===== config.mk =====
export PLATFORM = sky130hd
export DESIGN_NAME = mandelbrot_escape_time_pixel_core
export DESIGN_NICKNAME = d
export VERILOG_FILES = /design/src/rtl/metp_pkg.sv /design/src/rtl/metp_mul.sv /design/src/rtl/metp_iter.sv /design/src/rtl/mandelbrot_escape_time_pixel_core.sv
export VERILOG_INCLUDE_DIRS = /design/src /design/src/rtl
export SDC_FILE = /design/constraint.sdc
export NUM_CORES = 2
export LEC_CHECK = 0
export BUFFER_PORTS_ARGS = -buffer_cell sky130_fd_sc_hd__buf_2
export CAP_MARGIN = 40
export CORE_MARGIN = 1.5
export CORE_UTILIZATION = 40
export CTS_CLUSTER_DIAMETER = 60
export DETAILED_ROUTE_END_ITERATION = 12
export PLACE_DENSITY_LB_ADDON = 0.1
export SYNTH_ARGS = -nofsm -noshare
export SYNTH_HDL_FRONTEND = slang
export SYNTH_SLANG_ARGS = --single-unit

===== constraint.sdc =====
create_clock -name clock -period 15.12 [get_ports clock]
set_clock_uncertainty 0.2 [all_clocks]
set_input_delay 4.536 -clock clock [delete_from_list [all_inputs] [get_ports clock]]
set_output_delay 4.536 -clock clock [all_outputs]
set_load 0.05 [all_outputs]

===== src/rtl/mandelbrot_escape_time_pixel_core_defines.svh =====
// ----------------------------------------------------------------------------
// Assertion macros for the escape-time pixel core
// Two concurrent property forms used by the iteration sequencer.
// ----------------------------------------------------------------------------
`ifndef MANDELBROT_ESCAPE_TIME_PIXEL_CORE_DEFINES_SVH
`define MANDELBROT_ESCAPE_TIME_PIXEL_CORE_DEFINES_SVH

// Same-cycle implication, disabled while in reset
`define METP_ASSERT_IMPLY(label, clk, rst, ante, cons, msg) \
   label: assert property (@(posedge clk) disable iff (rst) (ante) |-> (cons)) \
      else $error(msg);

// Next-cycle implication, disabled while in reset
`define METP_ASSERT_NEXT(label, clk, rst, ante, cons, msg) \
   label: assert property (@(posedge clk) disable iff (rst) (ante) |=> (cons)) \
      else $error(msg);

`endif


===== src/rtl/metp_pkg.sv =====
// ----------------------------------------------------------------------------
// Escape-time pixel core package
// Types, constants and helper functions shared by the core's modules.
// ----------------------------------------------------------------------------
package metp_pkg;

   // Fixed-point format of the complex coordinates (signed Q6.26)
   localparam int COORD_BITS    = 32;
   localparam int FRACTION_BITS = 26;
   localparam int PROD_BITS     = 2 * COORD_BITS;
   localparam int SUM_BITS      = PROD_BITS + 1;
   localparam int STEP_BITS     = 31;
   localparam int COUNT_BITS    = 8;
   localparam int COLUMN_BITS   = 7;
   localparam int ROW_BITS      = 5;

   // Register port
   localparam int CSR_INDEX_BITS = 3;
   localparam int CSR_DATA_BITS  = 32;

   typedef logic signed [COORD_BITS-1:0] coord_type;
   typedef logic signed [PROD_BITS-1:0]  prod_type;
   typedef logic signed [SUM_BITS-1:0]   sum_type;

   localparam coord_type COORD_MAX = {1'b0, {(COORD_BITS-1){1'b1}}};
   localparam coord_type COORD_MIN = {1'b1, {(COORD_BITS-1){1'b0}}};

   // Escape threshold: magnitude squared of 4 at twice the fraction bits
   localparam logic [PROD_BITS-1:0] ESCAPE_LIMIT =
      PROD_BITS'(4) << (2 * FRACTION_BITS);

   // Register reset values
   localparam coord_type              MIN_REAL_RESET  = -32'sd268435456;
   localparam logic [STEP_BITS-1:0]   REAL_STEP_RESET = 31'd3145728;
   localparam coord_type              MIN_IMAG_RESET  = -32'sd67108864;
   localparam logic [STEP_BITS-1:0]   IMAG_STEP_RESET = 31'd4194304;
   localparam logic [COUNT_BITS-1:0]  MAX_ITER_RESET  = 8'd20;

   typedef enum logic [CSR_INDEX_BITS-1:0] {
      CSR_MIN_REAL       = 3'd0,
      CSR_REAL_STEP      = 3'd1,
      CSR_MIN_IMAG       = 3'd2,
      CSR_IMAG_STEP      = 3'd3,
      CSR_MAX_ITERATIONS = 3'd4
   } csr_index_type;

   typedef enum logic [3:0] {
      ST_IDLE,
      ST_MAP_RE,
      ST_MAP_IM,
      ST_LOAD,
      ST_MUL_RR,
      ST_MUL_II,
      ST_TEST,
      ST_UPDATE,
      ST_DONE
   } metp_state_type;

   typedef struct packed {
      coord_type              min_real;
      logic [STEP_BITS-1:0]   real_step;
      coord_type              min_imag;
      logic [STEP_BITS-1:0]   imag_step;
      logic [COUNT_BITS-1:0]  max_iterations;
   } metp_cfg_type;

   typedef struct packed {
      logic [COLUMN_BITS-1:0] pixel_column;
      logic [ROW_BITS-1:0]    pixel_row;
   } metp_req_type;

   typedef struct packed {
      logic [COLUMN_BITS-1:0] column_out;
      logic [ROW_BITS-1:0]    row_out;
      logic [COUNT_BITS-1:0]  escape_count;
      logic                   pixel_on;
   } metp_rsp_type;

   // Clamp a wide sum to the signed coordinate range
   function automatic coord_type sat_coord(input sum_type v);
      logic [SUM_BITS-COORD_BITS:0] upper;
      upper = v[SUM_BITS-1:COORD_BITS-1];
      if ((&upper) || !(|upper)) begin
         return v[COORD_BITS-1:0];
      end else if (v[SUM_BITS-1]) begin
         return COORD_MIN;
      end else begin
         return COORD_MAX;
      end
   endfunction

endpackage


===== src/rtl/metp_mul.sv =====
// ----------------------------------------------------------------------------
// Shared signed multiplier
// One coordinate-wide signed multiply a cycle, full product registered.
// ----------------------------------------------------------------------------
module metp_mul
   import metp_pkg::*;
(
   input  logic      clock,
   input  coord_type op_a,
   input  coord_type op_b,
   output prod_type  prod
);

   prod_type prod_ff;
   prod_type prod_in;

   // Form the exact product
   always_comb begin
      prod_in = op_a * op_b;
   end

   // Register the product for the sequencer
   always_ff @(posedge clock) begin
      prod_ff <= prod_in;
   end

   assign prod = prod_ff;

endmodule


===== src/rtl/metp_iter.sv =====
// ----------------------------------------------------------------------------
// Escape-time sequencer
// Maps a pixel to c and runs z = z*z + c on the shared multiplier.
// ----------------------------------------------------------------------------
`include "mandelbrot_escape_time_pixel_core_defines.svh"

module metp_iter
   import metp_pkg::*;
(
   input  logic         clock,
   input  logic         reset,
   input  metp_cfg_type cfg,
   input  logic         req_valid,
   output logic         req_ready,
   input  metp_req_type req_data,
   output logic         result_valid,
   input  logic         result_taken,
   output metp_rsp_type result
);

   metp_state_type state_ff, state_in;
   logic [COLUMN_BITS-1:0] col_ff, col_in;
   logic [ROW_BITS-1:0]    row_ff, row_in;
   coord_type              cre_ff, cre_in;
   coord_type              cim_ff, cim_in;
   coord_type              re_ff, re_in;
   coord_type              im_ff, im_in;
   prod_type               rr_ff, rr_in;
   prod_type               diff_ff, diff_in;
   logic [COUNT_BITS-1:0]  count_ff, count_in;

   coord_type              op_a;
   coord_type              op_b;
   prod_type               prod;
   coord_type              map_base;
   coord_type              map_sat;
   logic [PROD_BITS:0]     mag_sum;
   logic                   escape;
   coord_type              re_next;
   coord_type              im_next;
   logic [COUNT_BITS-1:0]  count_inc;

   metp_mul u_mul (
      .clock (clock),
      .op_a  (op_a),
      .op_b  (op_b),
      .prod  (prod)
   );

   // Select multiplier operands for the current step
   always_comb begin
      op_a = re_ff;
      op_b = im_ff;
      case (state_ff)
         ST_MAP_RE: begin
            op_a = coord_type'(col_ff);
            op_b = coord_type'(cfg.real_step);
         end
         ST_MAP_IM: begin
            op_a = coord_type'(row_ff);
            op_b = coord_type'(cfg.imag_step);
         end
         ST_MUL_RR: begin
            op_a = re_ff;
            op_b = re_ff;
         end
         ST_MUL_II: begin
            op_a = im_ff;
            op_b = im_ff;
         end
         default: begin
            op_a = re_ff;
            op_b = im_ff;
         end
      endcase
   end

   // Datapath arithmetic on the registered product
   always_comb begin
      map_base  = (state_ff == ST_LOAD) ? cfg.min_imag : cfg.min_real;
      map_sat   = sat_coord(sum_type'(map_base) + sum_type'(prod));
      mag_sum   = {1'b0, rr_ff} + {1'b0, prod};
      escape    = mag_sum > {1'b0, ESCAPE_LIMIT};
      re_next   = sat_coord(sum_type'(diff_ff >>> FRACTION_BITS) + sum_type'(cre_ff));
      im_next   = sat_coord(sum_type'(prod >>> (FRACTION_BITS - 1)) + sum_type'(cim_ff));
      count_inc = count_ff + 1'b1;
   end

   // Next state and register updates
   always_comb begin
      state_in = state_ff;
      col_in   = col_ff;
      row_in   = row_ff;
      cre_in   = cre_ff;
      cim_in   = cim_ff;
      re_in    = re_ff;
      im_in    = im_ff;
      rr_in    = rr_ff;
      diff_in  = diff_ff;
      count_in = count_ff;
      unique case (state_ff)
         ST_IDLE: begin
            col_in = req_data.pixel_column;
            row_in = req_data.pixel_row;
            if (req_valid) begin
               state_in = ST_MAP_RE;
            end
         end
         ST_MAP_RE: begin
            state_in = ST_MAP_IM;
         end
         ST_MAP_IM: begin
            cre_in   = map_sat;
            re_in    = map_sat;
            state_in = ST_LOAD;
         end
         ST_LOAD: begin
            cim_in   = map_sat;
            im_in    = map_sat;
            count_in = '0;
            state_in = (cfg.max_iterations == '0) ? ST_DONE : ST_MUL_RR;
         end
         ST_MUL_RR: begin
            state_in = ST_MUL_II;
         end
         ST_MUL_II: begin
            rr_in    = prod;
            state_in = ST_TEST;
         end
         ST_TEST: begin
            diff_in  = rr_ff - prod;
            state_in = escape ? ST_DONE : ST_UPDATE;
         end
         ST_UPDATE: begin
            re_in    = re_next;
            im_in    = im_next;
            count_in = count_inc;
            state_in = (count_inc == cfg.max_iterations) ? ST_DONE : ST_MUL_RR;
         end
         ST_DONE: begin
            if (result_taken) begin
               state_in = ST_IDLE;
            end
         end
         default: begin
            state_in = ST_IDLE;
         end
      endcase
   end

   // State register
   always_ff @(posedge clock) begin
      if (reset) begin
         state_ff <= ST_IDLE;
      end else begin
         state_ff <= state_in;
      end
   end

   // Payload registers
   always_ff @(posedge clock) begin
      col_ff   <= col_in;
      row_ff   <= row_in;
      cre_ff   <= cre_in;
      cim_ff   <= cim_in;
      re_ff    <= re_in;
      im_ff    <= im_in;
      rr_ff    <= rr_in;
      diff_ff  <= diff_in;
      count_ff <= count_in;
   end

   assign req_ready           = (state_ff == ST_IDLE);
   assign result_valid        = (state_ff == ST_DONE);
   assign result.column_out   = col_ff;
   assign result.row_out      = row_ff;
   assign result.escape_count = count_ff;
   assign result.pixel_on     = (count_ff != cfg.max_iterations);

   // Hold a finished result until the output stage takes it
   `METP_ASSERT_NEXT(a_done_hold, clock, reset, state_ff == ST_DONE && !result_taken, state_ff == ST_DONE && $stable(count_ff), "finished result lost before hand-off")
   // Advance the count by exactly one per completed step
   `METP_ASSERT_NEXT(a_count_step, clock, reset, state_ff == ST_UPDATE, count_ff == COUNT_BITS'($past(count_ff) + 1'b1), "step count did not advance by one")
   // Drop straight to the result once the point escapes
   `METP_ASSERT_NEXT(a_escape_done, clock, reset, state_ff == ST_TEST && escape, state_ff == ST_DONE && $stable(count_ff), "escaped point did not finish")

endmodule


===== src/rtl/mandelbrot_escape_time_pixel_core.sv =====
// Sequence: the pixel is mapped to c (MAP_RE, MAP_IM, LOAD), then each step runs
// re*re, im*im, re*im and the update in turn until the limit M is reached or the
// point escapes. Throughput: one request at a time; the next is taken only after
// the result has been handed to the output register.
// Reset: synchronous, active high; registers return to their default view
// and the core comes up idle with no result pending.
// ----------------------------------------------------------------------------
// Mandelbrot escape-time pixel core
// Register bank, iteration sequencer and output register for one pixel.
// ----------------------------------------------------------------------------
module mandelbrot_escape_time_pixel_core
   import metp_pkg::*;
(
   input  logic                      clock,
   input  logic                      reset,
   input  logic                      req_valid,
   output logic                      req_ready,
   input  metp_req_type              req_data,
   output logic                      rsp_valid,
   input  logic                      rsp_ready,
   output metp_rsp_type              rsp_data,
   input  logic                      csr_we,
   input  logic [CSR_INDEX_BITS-1:0] csr_index,
   input  logic [CSR_DATA_BITS-1:0]  csr_wdata
);

   metp_cfg_type cfg_ff, cfg_in;
   logic         rsp_valid_ff, rsp_valid_in;
   metp_rsp_type rsp_data_ff, rsp_data_in;

   logic         result_valid;
   logic         result_taken;
   metp_rsp_type result;

   // Decode register writes; unknown indexes are ignored
   always_comb begin
      cfg_in = cfg_ff;
      if (csr_we) begin
         unique case (csr_index)
            CSR_MIN_REAL:       cfg_in.min_real       = coord_type'(csr_wdata);
            CSR_REAL_STEP:      cfg_in.real_step      = csr_wdata[STEP_BITS-1:0];
            CSR_MIN_IMAG:       cfg_in.min_imag       = coord_type'(csr_wdata);
            CSR_IMAG_STEP:      cfg_in.imag_step      = csr_wdata[STEP_BITS-1:0];
            CSR_MAX_ITERATIONS: cfg_in.max_iterations = csr_wdata[COUNT_BITS-1:0];
            default:            cfg_in = cfg_ff;
         endcase
      end
   end

   always_ff @(posedge clock) begin
      if (reset) begin
         cfg_ff.min_real       <= MIN_REAL_RESET;
         cfg_ff.real_step      <= REAL_STEP_RESET;
         cfg_ff.min_imag       <= MIN_IMAG_RESET;
         cfg_ff.imag_step      <= IMAG_STEP_RESET;
         cfg_ff.max_iterations <= MAX_ITER_RESET;
      end else begin
         cfg_ff <= cfg_in;
      end
   end

   metp_iter u_iter (
      .clock        (clock),
      .reset        (reset),
      .cfg          (cfg_ff),
      .req_valid    (req_valid),
      .req_ready    (req_ready),
      .req_data     (req_data),
      .result_valid (result_valid),
      .result_taken (result_taken),
      .result       (result)
   );

   // Take a finished result whenever the output register is free
   always_comb begin
      result_taken = result_valid && (!rsp_valid_ff || rsp_ready);
      rsp_data_in  = result_taken ? result : rsp_data_ff;
      if (result_taken) begin
         rsp_valid_in = 1'b1;
      end else if (rsp_ready) begin
         rsp_valid_in = 1'b0;
      end else begin
         rsp_valid_in = rsp_valid_ff;
      end
   end

   always_ff @(posedge clock) begin
      if (reset) begin
         rsp_valid_ff <= 1'b0;
      end else begin
         rsp_valid_ff <= rsp_valid_in;
      end
   end

   always_ff @(posedge clock) begin
      rsp_data_ff <= rsp_data_in;
   end

   assign rsp_valid = rsp_valid_ff;
   assign rsp_data  = rsp_data_ff;

endmodule

==> insert_results.sql <==
INSERT INTO impl_metrics (metric_group, metric, value, unit) VALUES
('clock_tree', 'clock_tree.htree_level_count', '3', ''),
('synth', 'syn_area_cell', '8.79', 'um^2'),
('run', 'drv.max_cap_violation_count', '0', ''),
('synth', 'yosysWarnings', '0', ''),
('synth', 'synth_top_area_share', '0.315', ''),
('grt', 'grtUsageTotal', '0.306', ''),
('die', 'core_area', '172000', 'um^2'),
('critical_path', 'worst_ep_required_time', '15520', 'ps'),
('placed_design', 'gp_congestion', '0.961', ''),
('die', 'rows', '152', ''),
('synth', 'synthesis.nets', '9458', ''),
('die', 'boundaryPins', '75', ''),
('die', 'die-area', '175000', 'um^2'),
('clock_tree', 'worst_skew_pair.late_latency', '680', 'ps'),
('routing', 'antenna_violating_nets_post_route', '0', ''),
('synth', 'ys_async_rst_share', '0', ''),
('die', 'initial_core_util', '0.403', ''),
('clock_tree', 'postCtsHoldBufs', '0', ''),
('critical_path', 'critical_path_buf_inv_count', '5', ''),
('clock_tree', 'path_clk_slew', '60', 'ps'),
('timing', 'slew_at_the_pin_closest_to_its_max_slew_limit', '1000', 'ps'),
('critical_path', 'critical_path.startpoint_type', 'register', ''),
('placed_design', 'portBuffers', '74', ''),
('clock_tree', 'cts-buffers-inserted', '69', ''),
('placed_design', 'dpl.hpwl', '217000', 'um'),
('grt', 'antenna_found_initial', '15', ''),
('layout', 'n_fill_cell', '17139', ''),
('routing', 'vias', '57688', ''),
('critical_path', 'worst_path_max_delay_cell', 'sky130_fd_sc_hd__o21a_1', ''),
('timing', 'fin_crit_sh', '0.813', ''),
('synth', 'dominantRegCellSynth', 'sky130_fd_sc_hd__edfxtp_1', ''),
('timing', 'fmaxAchievable', '81.3', 'MHz'),
('grt', 'grt_start_max_net_pins', '73', ''),
('status', 'result_of_the_run', 'complete, no violations', ''),
('die', 'die_height', '419', 'um'),
('grt', 'grt_pass1_wl', '394000', 'um'),
('grt', 'first_global_vias', '57899', ''),
('synth', 'number_of_synthesized_flops_with_an_enable_pin', '271', ''),
('grt', 'gr-total-overflow', '0', ''),
('layout', 'design.final.nets', '9400', ''),
('timing', 'final_max_slew_viol_count', '0', ''),
('clock_tree', 'clock_tree.root_cell', 'sky130_fd_sc_hd__clkbuf_16', ''),
('layout', 'area_delta_synth_final', '8.65', '%'),
('timing', 'worst_hold_margin', '252', 'ps'),
('routing', 'detailedRoute.firstPassIterationCount', '8', ''),
('synth', 'synth-seq-area-share', '0.177', ''),
('timing', 'timing.final.setup_violations', '0', ''),
('synth', 'post_synth_main_area_contributors', 'sky130_fd_sc_hd__fa_1, sky130_fd_sc_hd__edfxtp_1, sky130_fd_sc_hd__ha_1', ''),
('clock_tree', 'cts_post_setup_buffers_inserted', '0', ''),
('critical_path', 'endpoint_kind', 'register', ''),
('routing', 'wire_per_inst', '26.1', 'um'),
('layout', 'proportion_of_layout_cells_with_a_drive_suffix_above_1', '0.0622', ''),
('critical_path', 'timing.setup.critical_path_class', 'register to register', ''),
('timing', 'tns', '0', 'ps'),
('synth', 'yosysTopAreaCell', 'sky130_fd_sc_hd__fa_1', ''),
('synth', 'synth_area', '69100', 'um^2'),
('critical_path', 'cp_max_fo', '72', ''),
('routing', 'viasPerCell', '5.67', ''),
('synth', 'number_of_flip_flops_and_latches_in_the_synthesized_netlist', '474', ''),
('min_path', 'hp-class', 'register to register', ''),
('critical_path', 'cpPeakStageDelay', '870', 'ps'),
('clock_tree', 'max-clock-path-buffers', '3', ''),
('timing', 'finalHoldViolations', '0', ''),
('critical_path', 'critical-path-top-delay-family', 'compound AO/OA/AOI/OAI gates', ''),
('routing', 'drt_drc_violations_left', '0', ''),
('timing', 'period_needed', '12300', 'ps'),
('synth', 'synth_cells', '7867', ''),
('clock_tree', 'cts.repair.resized', '0', ''),
('routing', 'postRouteWirelength', '266000', 'um'),
('critical_path', 'worst-endpoint-arrival', '12700', 'ps'),
('routing', 'detailedRoute.firstIterationViolations', '5687', ''),
('critical_path', 'crit_path_frequent_cell', 'sky130_fd_sc_hd__fa_1', ''),
('timing', 'grt_setup_unrepaired', 'no', ''),
('clock_tree', 'tritoncts_clock_tree', 'done', ''),
('die', 'floorplan.die.width', '419', 'um'),
('synth', 'synth_cell_type_count', '96', ''),
('clock_tree', 'numClockSinks', '474', ''),
('timing', 'maxSlewHeadroom', '0.331', '');
-- cell type report --
class                   count  area, um^2  share of cell area
clock inverters            31         357             0.00475
repair buffers            249        1890              0.0252
multi-input cells        5812       51200               0.682
inverters                1203        4520              0.0601
diodes                      8        20.0            0.000267
well taps                2310        2890              0.0385
flip-flops and latches    474       12200               0.162
clock buffers              96        1970              0.0263
-- synthesized netlist by cell type, types with 14 or more instances --
cell type                      n
sky130_fd_sc_hd__nand4_1      70
sky130_fd_sc_hd__fa_1       1086
sky130_fd_sc_hd__or2_2        22
sky130_fd_sc_hd__inv_1      1200
sky130_fd_sc_hd__a22oi_1      65
sky130_fd_sc_hd__nand2_1    1017
sky130_fd_sc_hd__a21oi_1     483
sky130_fd_sc_hd__a2111oi_0    17
sky130_fd_sc_hd__mux2_2       36
sky130_fd_sc_hd__xor2_1       72
sky130_fd_sc_hd__xnor2_1     169
sky130_fd_sc_hd__nor2_1      794
sky130_fd_sc_hd__a211oi_1     58
sky130_fd_sc_hd__nand3_1     108
sky130_fd_sc_hd__nand3b_1     18
sky130_fd_sc_hd__o211ai_1     35
sky130_fd_sc_hd__or3_1        24
sky130_fd_sc_hd__clkbuf_1    353
sky130_fd_sc_hd__o31ai_1      49
sky130_fd_sc_hd__a21o_1      129
sky130_fd_sc_hd__and2_1       50
sky130_fd_sc_hd__edfxtp_1    271
sky130_fd_sc_hd__nand2b_1     59
sky130_fd_sc_hd__a31oi_1      43
sky130_fd_sc_hd__dfxtp_1     203
sky130_fd_sc_hd__o211a_1      14
sky130_fd_sc_hd__o21ai_1      31
sky130_fd_sc_hd__o21ai_0     220
sky130_fd_sc_hd__mux2i_1      43
sky130_fd_sc_hd__o21bai_1     53
sky130_fd_sc_hd__ha_1        453
sky130_fd_sc_hd__or4_1        18
sky130_fd_sc_hd__o311a_1      48
sky130_fd_sc_hd__o21a_1       63
sky130_fd_sc_hd__a22o_1       29
sky130_fd_sc_hd__nor2b_1      32
sky130_fd_sc_hd__nor3_1       94
sky130_fd_sc_hd__and3_1       32
sky130_fd_sc_hd__nor4_1       62
-- routing by layer --
layer	part of all wire	track usage	routed length (um)
met1	0.45	0.436	119000
met2	0.45	0.476	119000
met3	0.074	0.0503	19600
met4	0.034	0.0907	9050
met5	0	0	0
-- metrics by stage --
step | instances | cell area, um^2 | utilization | setup WS (ps)
finish | 10183 | 75100 | 0.438 | 2820
global route | 10175 | 75100 | 0.438 | 2230
CTS | 10171 | 75000 | 0.437 | 3050
detailed placement | 10044 | 72700 | 0.424 | 3110
global placement | 10019 | 72300 | 0.422 | 3200
floorplan | 7867 | 69100 | - | 3940
-- worst reg2reg max path: cells and delay by family (launching register included) --
kind	cells	cell delay, ps
flip-flops	1	540
adder cells (fa/ha/maj)	9	3620
XOR/XNOR	1	140
AO/OA/AOI/OAI	10	4620
buffers and inverters	5	1300
AND/OR/NAND/NOR	7	1850
-- cells by family (layout without fill, tap and decap cells) --
logic type | after synthesis | in the layout | share of synthesized area
XOR/XNOR | 241 | 241 | 0.0305
AND/OR/NAND/NOR | 2450 | 2450 | 0.155
buffers and inverters | 1581 | 1579 | 0.0865
multiplexers | 79 | 79 | 0.0121
flip-flops | 474 | 474 | 0.177
adder cells (fa/ha/maj) | 1539 | 1539 | 0.397
AO/OA/AOI/OAI | 1503 | 1503 | 0.143
other | 0 | 8 | 0
-- final timing paths --
check / startpoint / endpoint / slack [ps] / depth (start not counted)
max: u_iter.state_ff[2] / u_iter.u_mul.prod[63] / 2820 / 32
min: cfg_ff[109] / cfg_ff[109] / 250 / 2
max reg2reg: u_iter.state_ff[2] / u_iter.u_mul.prod[63] / 2820 / 32
min reg2reg: cfg_ff[109] / cfg_ff[109] / 250 / 2
-- placed cells by master, fill, tap and decap left out, types with 29 or more instances in the layout --
cell,instances
sky130_fd_sc_hd__dfxtp_1,203
sky130_fd_sc_hd__mux2_2,36
sky130_fd_sc_hd__ha_1,453
sky130_fd_sc_hd__o21bai_1,53
sky130_fd_sc_hd__and3_1,31
sky130_fd_sc_hd__nor3_1,89
sky130_fd_sc_hd__edfxtp_1,271
sky130_fd_sc_hd__a22oi_1,63
sky130_fd_sc_hd__buf_2,76
sky130_fd_sc_hd__nand2_1,1017
sky130_fd_sc_hd__mux2i_1,43
sky130_fd_sc_hd__nand3_1,106
sky130_fd_sc_hd__a21o_1,129
sky130_fd_sc_hd__o21a_1,63
sky130_fd_sc_hd__nand4_1,70
sky130_fd_sc_hd__xnor2_1,169
sky130_fd_sc_hd__nand2b_1,59
sky130_fd_sc_hd__a21oi_1,483
sky130_fd_sc_hd__o21ai_0,213
sky130_fd_sc_hd__o31ai_1,49
sky130_fd_sc_hd__o211ai_1,35
sky130_fd_sc_hd__fa_1,1086
sky130_fd_sc_hd__a211oi_1,58
sky130_fd_sc_hd__xor2_1,72
sky130_fd_sc_hd__buf_4,151
sky130_fd_sc_hd__nor2b_1,31
sky130_fd_sc_hd__a31oi_1,37
sky130_fd_sc_hd__and2_1,48
sky130_fd_sc_hd__a22o_1,29
sky130_fd_sc_hd__nor4_1,60
sky130_fd_sc_hd__clkbuf_16,72
sky130_fd_sc_hd__nor2_1,790
sky130_fd_sc_hd__inv_1,1200
sky130_fd_sc_hd__o311a_1,48
-- registers in the layout, summed over array words and instances, names as in the netlist --
signal and count:
u_iter.re_ff 32, u_iter.count_ff 8, rsp_valid 1, u_iter.cre_ff 32, u_iter.rr_ff 64, u_iter.im_ff 32, rsp_data 21, u_iter.cim_ff 32
cfg_ff 134, u_iter.u_mul.prod 64, u_iter.state_ff 4, u_iter.col_ff 7, u_iter.diff_ff 38, u_iter.row_ff 5
Power is left out: the tool's default activity adds up to more than one toggle a clock period on the data nets, which glitch-free logic cannot reach.
